### src/rtl/core/gte_pkg.sv
// Shared types and codes for the graph trail edge tracer.
package gte_pkg;

	typedef enum logic [1:0] {
		CMD_CLEAR  = 2'd0,
		CMD_APPEND = 2'd1,
		CMD_START  = 2'd2,
		CMD_MOVE   = 2'd3
	} gte_cmd_e;

	typedef enum logic [1:0] {
		ST_OK      = 2'd0,
		ST_NO_EDGE = 2'd1,
		ST_FULL    = 2'd2
	} gte_status_e;

	typedef enum logic [1:0] {
		S_IDLE   = 2'd0,
		S_SCAN   = 2'd1,
		S_FINISH = 2'd2,
		S_APPLY  = 2'd3
	} gte_state_e;

	typedef struct packed {
		logic [1:0] command;
		logic [3:0] node_first;
		logic [3:0] node_second;
	} gte_item_t;

	typedef struct packed {
		logic [1:0] status;
		logic [3:0] edge_index;
		logic [4:0] options_left;
		logic [4:0] trail_length;
		logic [3:0] here_node;
	} gte_result_t;

	typedef struct packed {
		logic clr;
		logic vld;
	} gte_scan_ctl_t;

endpackage

### src/rtl/core/gte_ram.sv
// Generic single-write, single-read RAM with registered read data.
module gte_ram #(
	parameter int WIDTH = 8,
	parameter int DEPTH = 16,
	localparam int AW = $clog2(DEPTH)
) (
	input  logic             clk,
	input  logic             we,
	input  logic [AW-1:0]    waddr,
	input  logic [WIDTH-1:0] wdata,
	input  logic [AW-1:0]    raddr,
	output logic [WIDTH-1:0] rdata
);

	logic [WIDTH-1:0] mem [DEPTH];

	always_ff @(posedge clk) begin
		if (we) begin
			mem[waddr] <= wdata;
		end
		rdata <= mem[raddr];
	end

endmodule

### src/rtl/core/gte_scan.sv
// Shared edge compare and count unit, fed one edge slot per cycle.
module gte_scan #(
	parameter int IDX_W = 4,
	parameter int CNT_W = 5
) (
	input  logic                  clk,
	input  logic                  arst_n,
	input  gte_pkg::gte_scan_ctl_t ctl,
	input  logic [3:0]            end_one,
	input  logic [3:0]            end_two,
	input  logic                  used,
	input  logic [IDX_W-1:0]      idx,
	input  logic [3:0]            pos,
	input  logic [3:0]            dst,
	output logic                  found,
	output logic [IDX_W-1:0]      first,
	output logic [CNT_W-1:0]      cnt_pos,
	output logic [CNT_W-1:0]      cnt_dst
);

	logic             found_q;
	logic [IDX_W-1:0] first_q;
	logic [CNT_W-1:0] cnt_pos_q;
	logic [CNT_W-1:0] cnt_dst_q;
	logic             hit_pos;
	logic             hit_dst;
	logic             joins;

	always_comb begin
		hit_pos = !used && (end_one == pos || end_two == pos);
		hit_dst = !used && (end_one == dst || end_two == dst);
		joins   = !used && ((end_one == pos && end_two == dst) ||
			(end_one == dst && end_two == pos));
	end

	always_ff @(posedge clk or negedge arst_n) begin
		if (!arst_n) begin
			found_q   <= 1'b0;
			first_q   <= '0;
			cnt_pos_q <= '0;
			cnt_dst_q <= '0;
		end else if (ctl.clr) begin
			found_q   <= 1'b0;
			first_q   <= '0;
			cnt_pos_q <= '0;
			cnt_dst_q <= '0;
		end else if (ctl.vld) begin
			if (hit_pos) begin
				cnt_pos_q <= cnt_pos_q + 1'b1;
			end
			if (hit_dst) begin
				cnt_dst_q <= cnt_dst_q + 1'b1;
			end
			// lowest slot wins
			if (joins && !found_q) begin
				found_q <= 1'b1;
				first_q <= idx;
			end
		end
	end

	assign found   = found_q;
	assign first   = first_q;
	assign cnt_pos = cnt_pos_q;
	assign cnt_dst = cnt_dst_q;

endmodule

### src/rtl/core/graph_trail_edge_tracer_core.sv
// Top level of the graph trail edge tracer: command sequencer, edge table and state.
//
// channel | signals             | handshake
// --------+---------------------+-------------------------------------------
// item in | start, busy, item   | taken at an edge with start high, busy low
// result  | done, result        | done high for one cycle, always taken
//
// Clear answers in the cycle after it is accepted. Append, start and move scan the edge
// table once through the shared compare unit, one slot per cycle from the table RAM,
// then pass through the finish and apply states, staying busy from accept until then.
// Reset empties the table and zeroes position, trail length and used marks.
// The result shows while busy is already low, so the next item may follow at once.
module graph_trail_edge_tracer_core #(
	parameter int EDGE_SLOTS = 16,
	parameter int NODE_COUNT = 16
) (
	input  logic                 clk,
	input  logic                 arst_n,
	input  logic                 start,
	input  gte_pkg::gte_item_t   item,
	output logic                 busy,
	output logic                 done,
	output gte_pkg::gte_result_t result
);

	localparam int IDX_W = $clog2(EDGE_SLOTS);
	localparam int CNT_W = $clog2(EDGE_SLOTS + 1);
	localparam logic [8:0] NODE_N = 9'(NODE_COUNT);
	localparam logic [CNT_W-1:0] SLOTS_C = CNT_W'(EDGE_SLOTS);

	gte_pkg::gte_state_e   state_q;
	gte_pkg::gte_state_e   state_d;
	gte_pkg::gte_cmd_e     cmd_q;
	gte_pkg::gte_status_e  app_status_q;
	gte_pkg::gte_result_t  result_q;
	gte_pkg::gte_scan_ctl_t scan_ctl;
	logic                  done_q;
	logic [3:0]            dst_q;
	logic [3:0]            pos_q;
	logic [CNT_W-1:0]      stored_q;
	logic [CNT_W-1:0]      steps_q;
	logic [EDGE_SLOTS-1:0] used_q;
	logic [CNT_W-1:0]      idx_q;
	logic                  vld_s1;
	logic [IDX_W-1:0]      idx_s1;
	logic [IDX_W-1:0]      app_idx_q;
	logic                  accept;
	logic                  rd_issue;
	logic                  wr_en;
	logic [8:0]            fold_a;
	logic [8:0]            fold_b;
	logic [3:0]            node_a;
	logic [3:0]            node_b;
	logic [7:0]            rd_ends;
	logic                  found;
	logic [IDX_W-1:0]      first;
	logic [CNT_W-1:0]      cnt_pos;
	logic [CNT_W-1:0]      cnt_dst;

	// node numbers folded modulo NODE_COUNT by repeated subtraction
	always_comb begin
		fold_a = {5'd0, item.node_first};
		fold_b = {5'd0, item.node_second};
		for (int k = 0; k < 8; k++) begin
			if (fold_a >= NODE_N) begin
				fold_a = fold_a - NODE_N;
			end
			if (fold_b >= NODE_N) begin
				fold_b = fold_b - NODE_N;
			end
		end
		node_a = fold_a[3:0];
		node_b = fold_b[3:0];
	end

	assign busy   = (state_q != gte_pkg::S_IDLE);
	assign accept = start && !busy;
	assign wr_en  = accept && (item.command == gte_pkg::CMD_APPEND) && (stored_q < SLOTS_C);

	always_ff @(posedge clk or negedge arst_n) begin
		if (!arst_n) begin
			state_q <= gte_pkg::S_IDLE;
		end else begin
			state_q <= state_d;
		end
	end

	always_comb begin
		state_d      = state_q;
		rd_issue     = 1'b0;
		scan_ctl.clr = accept && (item.command != gte_pkg::CMD_CLEAR);
		scan_ctl.vld = vld_s1;
		case (state_q)
			gte_pkg::S_IDLE: begin
				if (accept && item.command != gte_pkg::CMD_CLEAR) begin
					state_d = gte_pkg::S_SCAN;
				end
			end
			gte_pkg::S_SCAN: begin
				if (idx_q < stored_q) begin
					rd_issue = 1'b1;
				end else begin
					state_d = gte_pkg::S_FINISH;
				end
			end
			gte_pkg::S_FINISH: begin
				state_d = gte_pkg::S_APPLY;
			end
			gte_pkg::S_APPLY: begin
				state_d = gte_pkg::S_IDLE;
			end
			default: begin
				state_d = gte_pkg::S_IDLE;
			end
		endcase
	end

	gte_ram #(
		.WIDTH(8),
		.DEPTH(EDGE_SLOTS)
	) u_ends (
		.clk  (clk),
		.we   (wr_en),
		.waddr(stored_q[IDX_W-1:0]),
		.wdata({node_a, node_b}),
		.raddr(idx_q[IDX_W-1:0]),
		.rdata(rd_ends)
	);

	gte_scan #(
		.IDX_W(IDX_W),
		.CNT_W(CNT_W)
	) u_scan (
		.clk    (clk),
		.arst_n (arst_n),
		.ctl    (scan_ctl),
		.end_one(rd_ends[7:4]),
		.end_two(rd_ends[3:0]),
		.used   (used_q[idx_s1]),
		.idx    (idx_s1),
		.pos    (pos_q),
		.dst    (dst_q),
		.found  (found),
		.first  (first),
		.cnt_pos(cnt_pos),
		.cnt_dst(cnt_dst)
	);

	always_ff @(posedge clk or negedge arst_n) begin
		if (!arst_n) begin
			done_q   <= 1'b0;
			vld_s1   <= 1'b0;
			idx_q    <= '0;
			stored_q <= '0;
			steps_q  <= '0;
			pos_q    <= '0;
			used_q   <= '0;
		end else begin
			done_q <= (accept && item.command == gte_pkg::CMD_CLEAR) ||
				(state_q == gte_pkg::S_APPLY);
			vld_s1 <= rd_issue;
			if (rd_issue) begin
				idx_q <= idx_q + 1'b1;
			end
			if (accept) begin
				idx_q <= '0;
				case (item.command)
					gte_pkg::CMD_CLEAR: begin
						stored_q <= '0;
						used_q   <= '0;
						steps_q  <= '0;
					end
					gte_pkg::CMD_APPEND: begin
						if (stored_q < SLOTS_C) begin
							used_q[stored_q[IDX_W-1:0]] <= 1'b0;
							stored_q <= stored_q + 1'b1;
						end
					end
					gte_pkg::CMD_START: begin
						pos_q   <= node_a;
						used_q  <= '0;
						steps_q <= '0;
					end
					default: begin
					end
				endcase
			end
			if (state_q == gte_pkg::S_APPLY) begin
				if (cmd_q == gte_pkg::CMD_MOVE && found) begin
					used_q[first] <= 1'b1;
					steps_q       <= steps_q + 1'b1;
					pos_q         <= dst_q;
				end
			end
		end
	end

	// item and result payload
	always_ff @(posedge clk) begin
		idx_s1 <= idx_q[IDX_W-1:0];
		if (accept) begin
			cmd_q <= gte_pkg::gte_cmd_e'(item.command);
			dst_q <= node_a;
			if (stored_q < SLOTS_C) begin
				app_status_q <= gte_pkg::ST_OK;
				app_idx_q    <= stored_q[IDX_W-1:0];
			end else begin
				app_status_q <= gte_pkg::ST_FULL;
				app_idx_q    <= '0;
			end
			if (item.command == gte_pkg::CMD_CLEAR) begin
				result_q.status       <= gte_pkg::ST_OK;
				result_q.edge_index   <= '0;
				result_q.options_left <= '0;
				result_q.trail_length <= '0;
				result_q.here_node    <= pos_q;
			end
		end
		if (state_q == gte_pkg::S_APPLY) begin
			case (cmd_q)
				gte_pkg::CMD_MOVE: begin
					if (found) begin
						result_q.status       <= gte_pkg::ST_OK;
						result_q.edge_index   <= 4'(first);
						result_q.options_left <= 5'(cnt_dst - 1'b1);
						result_q.trail_length <= 5'(steps_q + 1'b1);
						result_q.here_node    <= dst_q;
					end else begin
						result_q.status       <= gte_pkg::ST_NO_EDGE;
						result_q.edge_index   <= '0;
						result_q.options_left <= 5'(cnt_pos);
						result_q.trail_length <= 5'(steps_q);
						result_q.here_node    <= pos_q;
					end
				end
				gte_pkg::CMD_APPEND: begin
					result_q.status       <= app_status_q;
					result_q.edge_index   <= 4'(app_idx_q);
					result_q.options_left <= 5'(cnt_pos);
					result_q.trail_length <= 5'(steps_q);
					result_q.here_node    <= pos_q;
				end
				default: begin
					result_q.status       <= gte_pkg::ST_OK;
					result_q.edge_index   <= '0;
					result_q.options_left <= 5'(cnt_pos);
					result_q.trail_length <= 5'(steps_q);
					result_q.here_node    <= pos_q;
				end
			endcase
		end
	end

	assign done   = done_q;
	assign result = result_q;

	a_done_idle: assert property (@(posedge clk) disable iff (!arst_n)
		done |-> !busy)
		else $error("result strobe while busy");

	a_scan_busy: assert property (@(posedge clk) disable iff (!arst_n)
		(accept && item.command != gte_pkg::CMD_CLEAR) |=> busy)
		else $error("scan command did not start a scan");

	a_clear_fast: assert property (@(posedge clk) disable iff (!arst_n)
		(accept && item.command == gte_pkg::CMD_CLEAR) |=> (done && !busy))
		else $error("clear did not answer in one cycle");

	a_trail_bound: assert property (@(posedge clk) disable iff (!arst_n)
		steps_q <= stored_q)
		else $error("trail longer than edge table");

endmodule
### config.mk
export PLATFORM = sky130hd
export DESIGN_NAME = graph_trail_edge_tracer_core
export DESIGN_NICKNAME = d
export VERILOG_FILES = /design/src/rtl/core/gte_pkg.sv /design/src/rtl/core/gte_ram.sv /design/src/rtl/core/gte_scan.sv /design/src/rtl/core/graph_trail_edge_tracer_core.sv
export SDC_FILE = /design/constraint.sdc
export NUM_CORES = 1
export LEC_CHECK = 0
export BUFFER_PORTS_ARGS = -buffer_cell sky130_fd_sc_hd__buf_2
export CAP_MARGIN = 30
export CORE_ASPECT_RATIO = 0.7
export CORE_MARGIN = 8
export CORE_UTILIZATION = 25
export CTS_CLUSTER_DIAMETER = 30
export DETAILED_ROUTE_END_ITERATION = 7
export SYNTH_ARGS = -nofsm -noshare
export SYNTH_HDL_FRONTEND = slang
export SYNTH_HIERARCHICAL = 1
export SYNTH_SLANG_ARGS = --single-unit
### constraint.sdc
create_clock -name clk -period 4.79 [get_ports clk]
set_input_delay 1.437 -clock clk [delete_from_list [all_inputs] [get_ports clk]]
set_output_delay 1.437 -clock clk [all_outputs]
set_load 0.005 [all_outputs]
### Yosys cells after proc, flatten, opt, wreduce, memory -nomap -nowiden

Memories as Yosys holds them, arrays and structs flattened. A register that Yosys moved wholly into a read port is not among the register bits.
Cells that the tools add are included.
W data, S select, Z words.

| storage, ports and cells | value |
|---|---|
| logic and storage cells | 141 |
| bits in writable memories | 128 |
| input bits | 13 |
| output and inout port bits | 22 |
| register bits | 90 |
| memories | 1 |

| cells by class | value |
|---|---|
| equality and inequality tests | 14 |
| $add $sub $neg | 6 |
| magnitude comparators | 7 |
| muxes and demuxes | 48 |
| bitwise operators | 3 |
| reductions and logical operators | 40 |

Memory list:

| name | words | width | read ports | clocked after memory_dff | write ports | line | text |
|---|---|---|---|---|---|---|---|
| u_ends.mem | 16 | 8 | 1 | 1 | 1 | gte_ram.sv:15 | `logic [WIDTH-1:0] mem [DEPTH];` |

Operators by type and width:

| cell | number |
|---|---|
| $mux W5 | 13 |
| $mux W16 | 4 |
| $mux W20 | 3 |
| $pmux W20 S2 | 1 |
| $pmux W16 S2 | 1 |
| $mux W4 | 7 |
| $add A5 B1 Y5 const B | 5 |
| $reduce_bool A2 Y1 | 10 |
| $mux W19 | 1 |
| $and A16 B16 Y16 | 1 |
| $eq A4 B4 Y1 | 4 |
| $not A16 Y16 | 1 |
| $or A16 B16 Y16 | 1 |
| $lt A4 B5 Y1 const B | 3 |
| $logic_and A1 B1 Y1 | 14 |
| $mux W1 | 10 |
| $pmux W5 S2 | 1 |
| $reduce_and A2 Y1 | 5 |
| $demux W1 S4 | 2 |
| $eq A2 B2 Y1 const B | 4 |
| $ge A4 B1 Y1 const B | 2 |
| $pmux W2 S4 | 1 |
| $eq A2 B1 Y1 const B | 3 |
| $mux W2 | 3 |
| other kinds (11) | 18 |

### Longest topological paths before layout

| depth | value |
|---|---|
| depth in word-level cells | 12 |
| mapped depth | 9 |
| mapped depth without buffers | 8 |

### By module

Netlist, hierarchy kept.

By module, submodules not included:

| module | cells an instance | area an instance (um^2) | seq. area each (um^2) | instances |
|---|---|---|---|---|
| gte_ram | 229 | 5,147.4 | 4,003.8 | 1 |
| graph_trail_edge_tracer_core | 290 | 3,485.8 | 1,986.9 | 1 |
| gte_scan | 91 | 975.9 | 375.4 | 1 |

### Least setup slack after synthesis

No wires, ideal clock.

| path | value |
|---|---|
| path kind | input port to flip-flop |
| start | in start |
| end | reg result_q (netlist bit result[0]), enable pin |
| library setup time | 425 ps |
| buffers on the path | 2 |
| path slack | 777 ps |
| arrival time | 3,588 ps |
| required time | 4,365 ps |
| stages | 6 |
| cells stage by stage | nand2_2 > inv_2 > nand2b_1 > buf_2 > buf_2 > o21ai_0 |

| between the ends | value |
|---|---|
| word-level cells in the longest chain between the ends | 3 |

Ends and longest elaborated chain:

| item | line | text |
|---|---|---|
| start: declaration | graph_trail_edge_tracer_core.sv:19 | `input logic start,` |
| $logic_and A1 B1 Y1 | graph_trail_edge_tracer_core.sv:77 | `assign accept = start && !busy;` |
| $reduce_bool A2 Y1 (no line) | -- |  |
| $reduce_and A2 Y1 (no line) | -- |  |
| end: declaration | graph_trail_edge_tracer_core.sv:35 | `gte_pkg::gte_result_t result_q;` |

Every way passes these cells.
A chain may end at the register's enable or synchronous reset.

### Final worst setup path

| path | value |
|---|---|
| start | in item[9] (netlist bit) |
| end | mem u_ends.mem[2][7], enable pin |

| between the ends | value |
|---|---|
| word-level cells in the longest chain between the ends | 5 |

Ends and longest elaborated chain:

| item | line | text |
|---|---|---|
| start: declaration | graph_trail_edge_tracer_core.sv:20 | `input gte_pkg::gte_item_t item,` |
| $eq A2 B1 Y1 | graph_trail_edge_tracer_core.sv:78 | `assign wr_en = accept && (item.command == gte_pkg::CMD_APPEND) && (stored_q < SLOTS_C);` |
| $logic_and A1 B1 Y1 (2 in a row) | graph_trail_edge_tracer_core.sv:78 |  |
| named net wr_en | graph_trail_edge_tracer_core.sv:49 | `logic wr_en;` |
| $mux W1 | gte_ram.sv:18 | `if (we) begin` |
| $mux W1 (not written as such) | gte_ram.sv:19 | `mem[waddr] <= wdata;` |
| end: declaration | gte_ram.sv:15 |  |

The timed path passes the listed nets, and every way through them passes these cells.

==> impl_metrics.env <==
export IMPL_path_class="in -> reg"
export IMPL_gr_usage_all_layers_pct=9.589
export IMPL_hold_end="u_scan/first[2]$_DFFE_PN0P_"
export IMPL_die_x_um=250.3
export IMPL_grt_max_degree=38
export IMPL_fin_nets=704
export IMPL_start_util_pct=25.20
export IMPL_yosysWarnings=6
export IMPL_worstPathArrival_ps=3210
export IMPL_use_met3_pct=2.406
export IMPL_yosys_area_top_type="edfxtp_1"
export IMPL_holdBufCountCts=0
export IMPL_intPower_mw=4.458
export IMPL_postCtsSetupBuffers=0
export IMPL_htreeDepth=2
export IMPL_gp_congestion=0.7842
export IMPL_finalHoldWorstSlack_ps=490.3
export IMPL_ir_drop_mv=0.2128
export IMPL_finClkSkew_ps=20.03
export IMPL_pre_cts_ws_ps=1225
export IMPL_post_dp_hpwl_mm=14.54
export IMPL_fin_crit_sh_pct=64.09
export IMPL_synth_top_family_by_area="multiplexers"
export IMPL_grt_ovfl_total=0
export IMPL_syn_cell_area_um2=9609
export IMPL_synth_commonest_cells="159 x edfxtp_1, 59 x nand2_1, 54 x dfrtp_1, 48 x nor2_1, 25 x xnor2_1"
export IMPL_detailroute_via_count=5500
export IMPL_grt_pass1_wl_mm=33.75
export IMPL_synth_ff_type="edfxtp_1"
export IMPL_hp_start="idx_s1[2]$_DFF_P_"
export IMPL_rows=60
export IMPL_rrSetupSlack_ps=1910
export IMPL_drive_gt1_share_pct=21.29
export IMPL_synth_compound_area_share_pct=6.159
export IMPL_wl_per_cell_um=18.26
export IMPL_muxShareOfSynthArea_pct=11.41
export IMPL_core_area_um2=38140
export IMPL_grt_pass1_vias=5536
export IMPL_rsz0062_at_grt="false"
export IMPL_synth_seq_area_share_pct=66.25
export IMPL_cts_root_buffer="clkbuf_16"
export IMPL_synth_simple_area_share_pct=9.284
export IMPL_wirelength_mm=21.85
export IMPL_required_ps=4930
export IMPL_ys_types=53
export IMPL_ctsLongestPathBuffers=3
export IMPL_cts_resized=0
export IMPL_r2r_start="state_q[0]$_DFFE_PN0P_"
export IMPL_path_max_fanout=10
export IMPL_setup_viol_count_final=0
export IMPL_critPathBufInv=2
export IMPL_start_kind="primary input"
export IMPL_max_freq_ghz=0.3258
export IMPL_finalHoldViolations=0
export IMPL_cpMaxStageDelayCell="nor2_1"
export IMPL_ys_async_sr_fraction_pct=24.00
export IMPL_tritoncts="done"
export IMPL_seq_power_share_pct=40.9
export IMPL_cts_sinks=225
export IMPL_avgSynthCellArea_um2=15.75
export IMPL_cts_made_buffers=35
export IMPL_layout_setup_ws_ps=1720
export IMPL_fin_setup_tns_ps=0
export IMPL_area_growth_pct=19.79
export IMPL_synth_area_top_cells="edfxtp_1 50%, dfrtp_1 14%, mux4_1 4.9%"
export IMPL_clkPwrFrac_pct=37.8
export IMPL_ys_seq_elements=225
export IMPL_combPwrFrac_pct=21.3
export IMPL_synthCells=610
export IMPL_cp_top_family="simple AND/OR/NAND/NOR gates"
export IMPL_antenna_left=0
export IMPL_reg2regPathDepth=7
export IMPL_met1_usage_pct=14.53
export IMPL_drv_slew=0
export IMPL_top_usage_layer="met1"
export IMPL_grt_antenna_before_repair=1
export IMPL_crit_path_end_kind="flip-flop"
export IMPL_remaining_drc_errors=0
export IMPL_die_area_um2=45070
export IMPL_slowest_delay_ps=560
export IMPL_power_density_nw_per_um2=563.4
export IMPL_synth_top_cell_area_share_pct=49.69
export IMPL_use_met2_pct=13.33
export IMPL_p_sw_mw=2.027
export IMPL_leakage_nw=4.158
export IMPL_status="finished clean"
export IMPL_clk_latency_ps=530
export IMPL_layout_min_cycle_time_ps=3070
export IMPL_worstMarginPinSlew_ps=914.7
export IMPL_synthAdderAreaFrac_pct=2.344
export IMPL_drt_initial_drc_count=384
export IMPL_synth_xor_area_share_pct=2.552
export IMPL_port_buffers=34
export IMPL_crit_chain="buf_2 > nor4b_2 > buf_4 > or3b_2 > nor2_1"
export IMPL_cap_violations=0
export IMPL_switching_share_pct=31.26
export IMPL_r2r_end="u_ends/mem[2][7]$_DFFE_PP_"
export IMPL_via_per_inst=4.595
export IMPL_synth_most_common_cell="edfxtp_1"
export IMPL_drt_pass1_iter_count=5
export IMPL_path_clk_slew_ps=50
export IMPL_synth_edf_count=159
export IMPL_synth_nets=641
export IMPL_ios=35
export IMPL_die_h_um=180.0
export IMPL_slew_headroom_pct=39.02
export IMPL_min_path_cells=2
export IMPL_hold_class="reg -> reg"
## cells by family after synthesis
logic type | Yosys count
adder cells (fa/ha/maj) | 18
buffers and inverters | 35
XOR/XNOR | 28
AO/OA/AOI/OAI | 76
AND/OR/NAND/NOR | 173
flip-flops | 225
multiplexers | 55
## power groups by stage
stage	combinational (mW)	sequential [mW]	clock, mW
5_1_grt	1.51	2.69	2.59
6_report	1.38	2.65	2.45
2_1_floorplan	1.02	2.58	0
3_3_place_gp	1.36	2.69	0
3_5_place_dp	1.39	2.69	0
4_1_cts	1.39	2.66	2.51
## sequential cells by signal (all words and copies together) (netlist names)
name,flops
u_ends/mem,128
result,20
used_q,16
u_ends/rdata,8
idx_q,5
steps_q,5
stored_q,5
u_scan/cnt_dst,5
u_scan/cnt_pos,5
app_idx_q,4
dst_q,4
idx_s1,4
pos_q,4
u_scan/first,4
cmd_q,2
state_q,2
app_status_q,1
done,1
u_scan/found,1
vld_s1,1
## metrics by stage
step / power, mW / utilization, % / std cells / cell area [um^2]
after floorplan: 3.601 / - / 610 / 9609
after global placement: 4.050 / 27.14 / 1132 / 10350
after detailed placement: 4.083 / 27.14 / 1132 / 10350
after CTS: 6.559 / 30.18 / 1196 / 11510
after global routing: 6.786 / 30.18 / 1196 / 11510
final: 6.485 / 30.18 / 1197 / 11510
## area by class of cell
cell class,count,area [um^2]
fill,3779,26630
sequential,225,6367
multi-input combinational,350,3054
clock buffer,38,897.1
tap,496,620.6
clock inverter,26,260.3
timing repair buffer,44,245.2
inverter,17,63.81
antenna,1,2.502
## per-layer routing
layer	routed length [um]	share of wire, %	vias to the layer above
li1	-	-	2483
met2	9208	42	187
met5	0	0	-
met3	1555	7.1	34
met4	337	1.5	0
met1	10750	49	2796
## cells in the final DEF, fill, tap and decap left out, drive strengths merged, types with 5 or more instances in the layout
cell type | netlist | final
edfxtp | 159 | 159
nand2 | 61 | 61
dfrtp | 54 | 54
nor2 | 49 | 49
buf | 12 | 44
clkbuf | 3 | 38
mux4 | 37 | 37
xnor2 | 25 | 25
inv | 17 | 23
o21ai | 19 | 19
ha | 18 | 18
a32o | 16 | 16
a22oi | 16 | 16
mux2i | 12 | 12
dfxtp | 12 | 12
nand2b | 11 | 11
clkinv | 0 | 11
nand4 | 10 | 10
nor3 | 10 | 10
nor2b | 9 | 9
nand3 | 7 | 7
clkinvlp | 0 | 7
a21oi | 7 | 7
a22o | 6 | 6
mux2 | 6 | 6
a21o | 5 | 5
## how the worst max path moves through the flow
stage | startpoint | to | slack (ps) | cells after the start
after floorplan | start | result[0]$_DFFE_PP_ | 780 | 6
after global placement | item[9] | u_ends/mem[2][4]$_DFFE_PP_ | 1280 | 5
after detailed placement | item[9] | u_ends/mem[3][0]$_DFFE_PP_ | 1220 | 5
after CTS | state_q[0]$_DFFE_PN0P_ | busy | 1760 | 4
after global routing | start | u_ends/mem[1][7]$_DFFE_PP_ | 1610 | 6
final | item[9] | u_ends/mem[2][7]$_DFFE_PP_ | 1720 | 5
## worst reg2reg max path: cells and delay by family, from the launching register on
kind	cells	cell delay, ps
DFF	1	390
buffers and inverters	2	360
adders and majority gates	1	290
and+or+nand+nor	4	1460
Note: power is estimated with default switching activity, not from simulation.
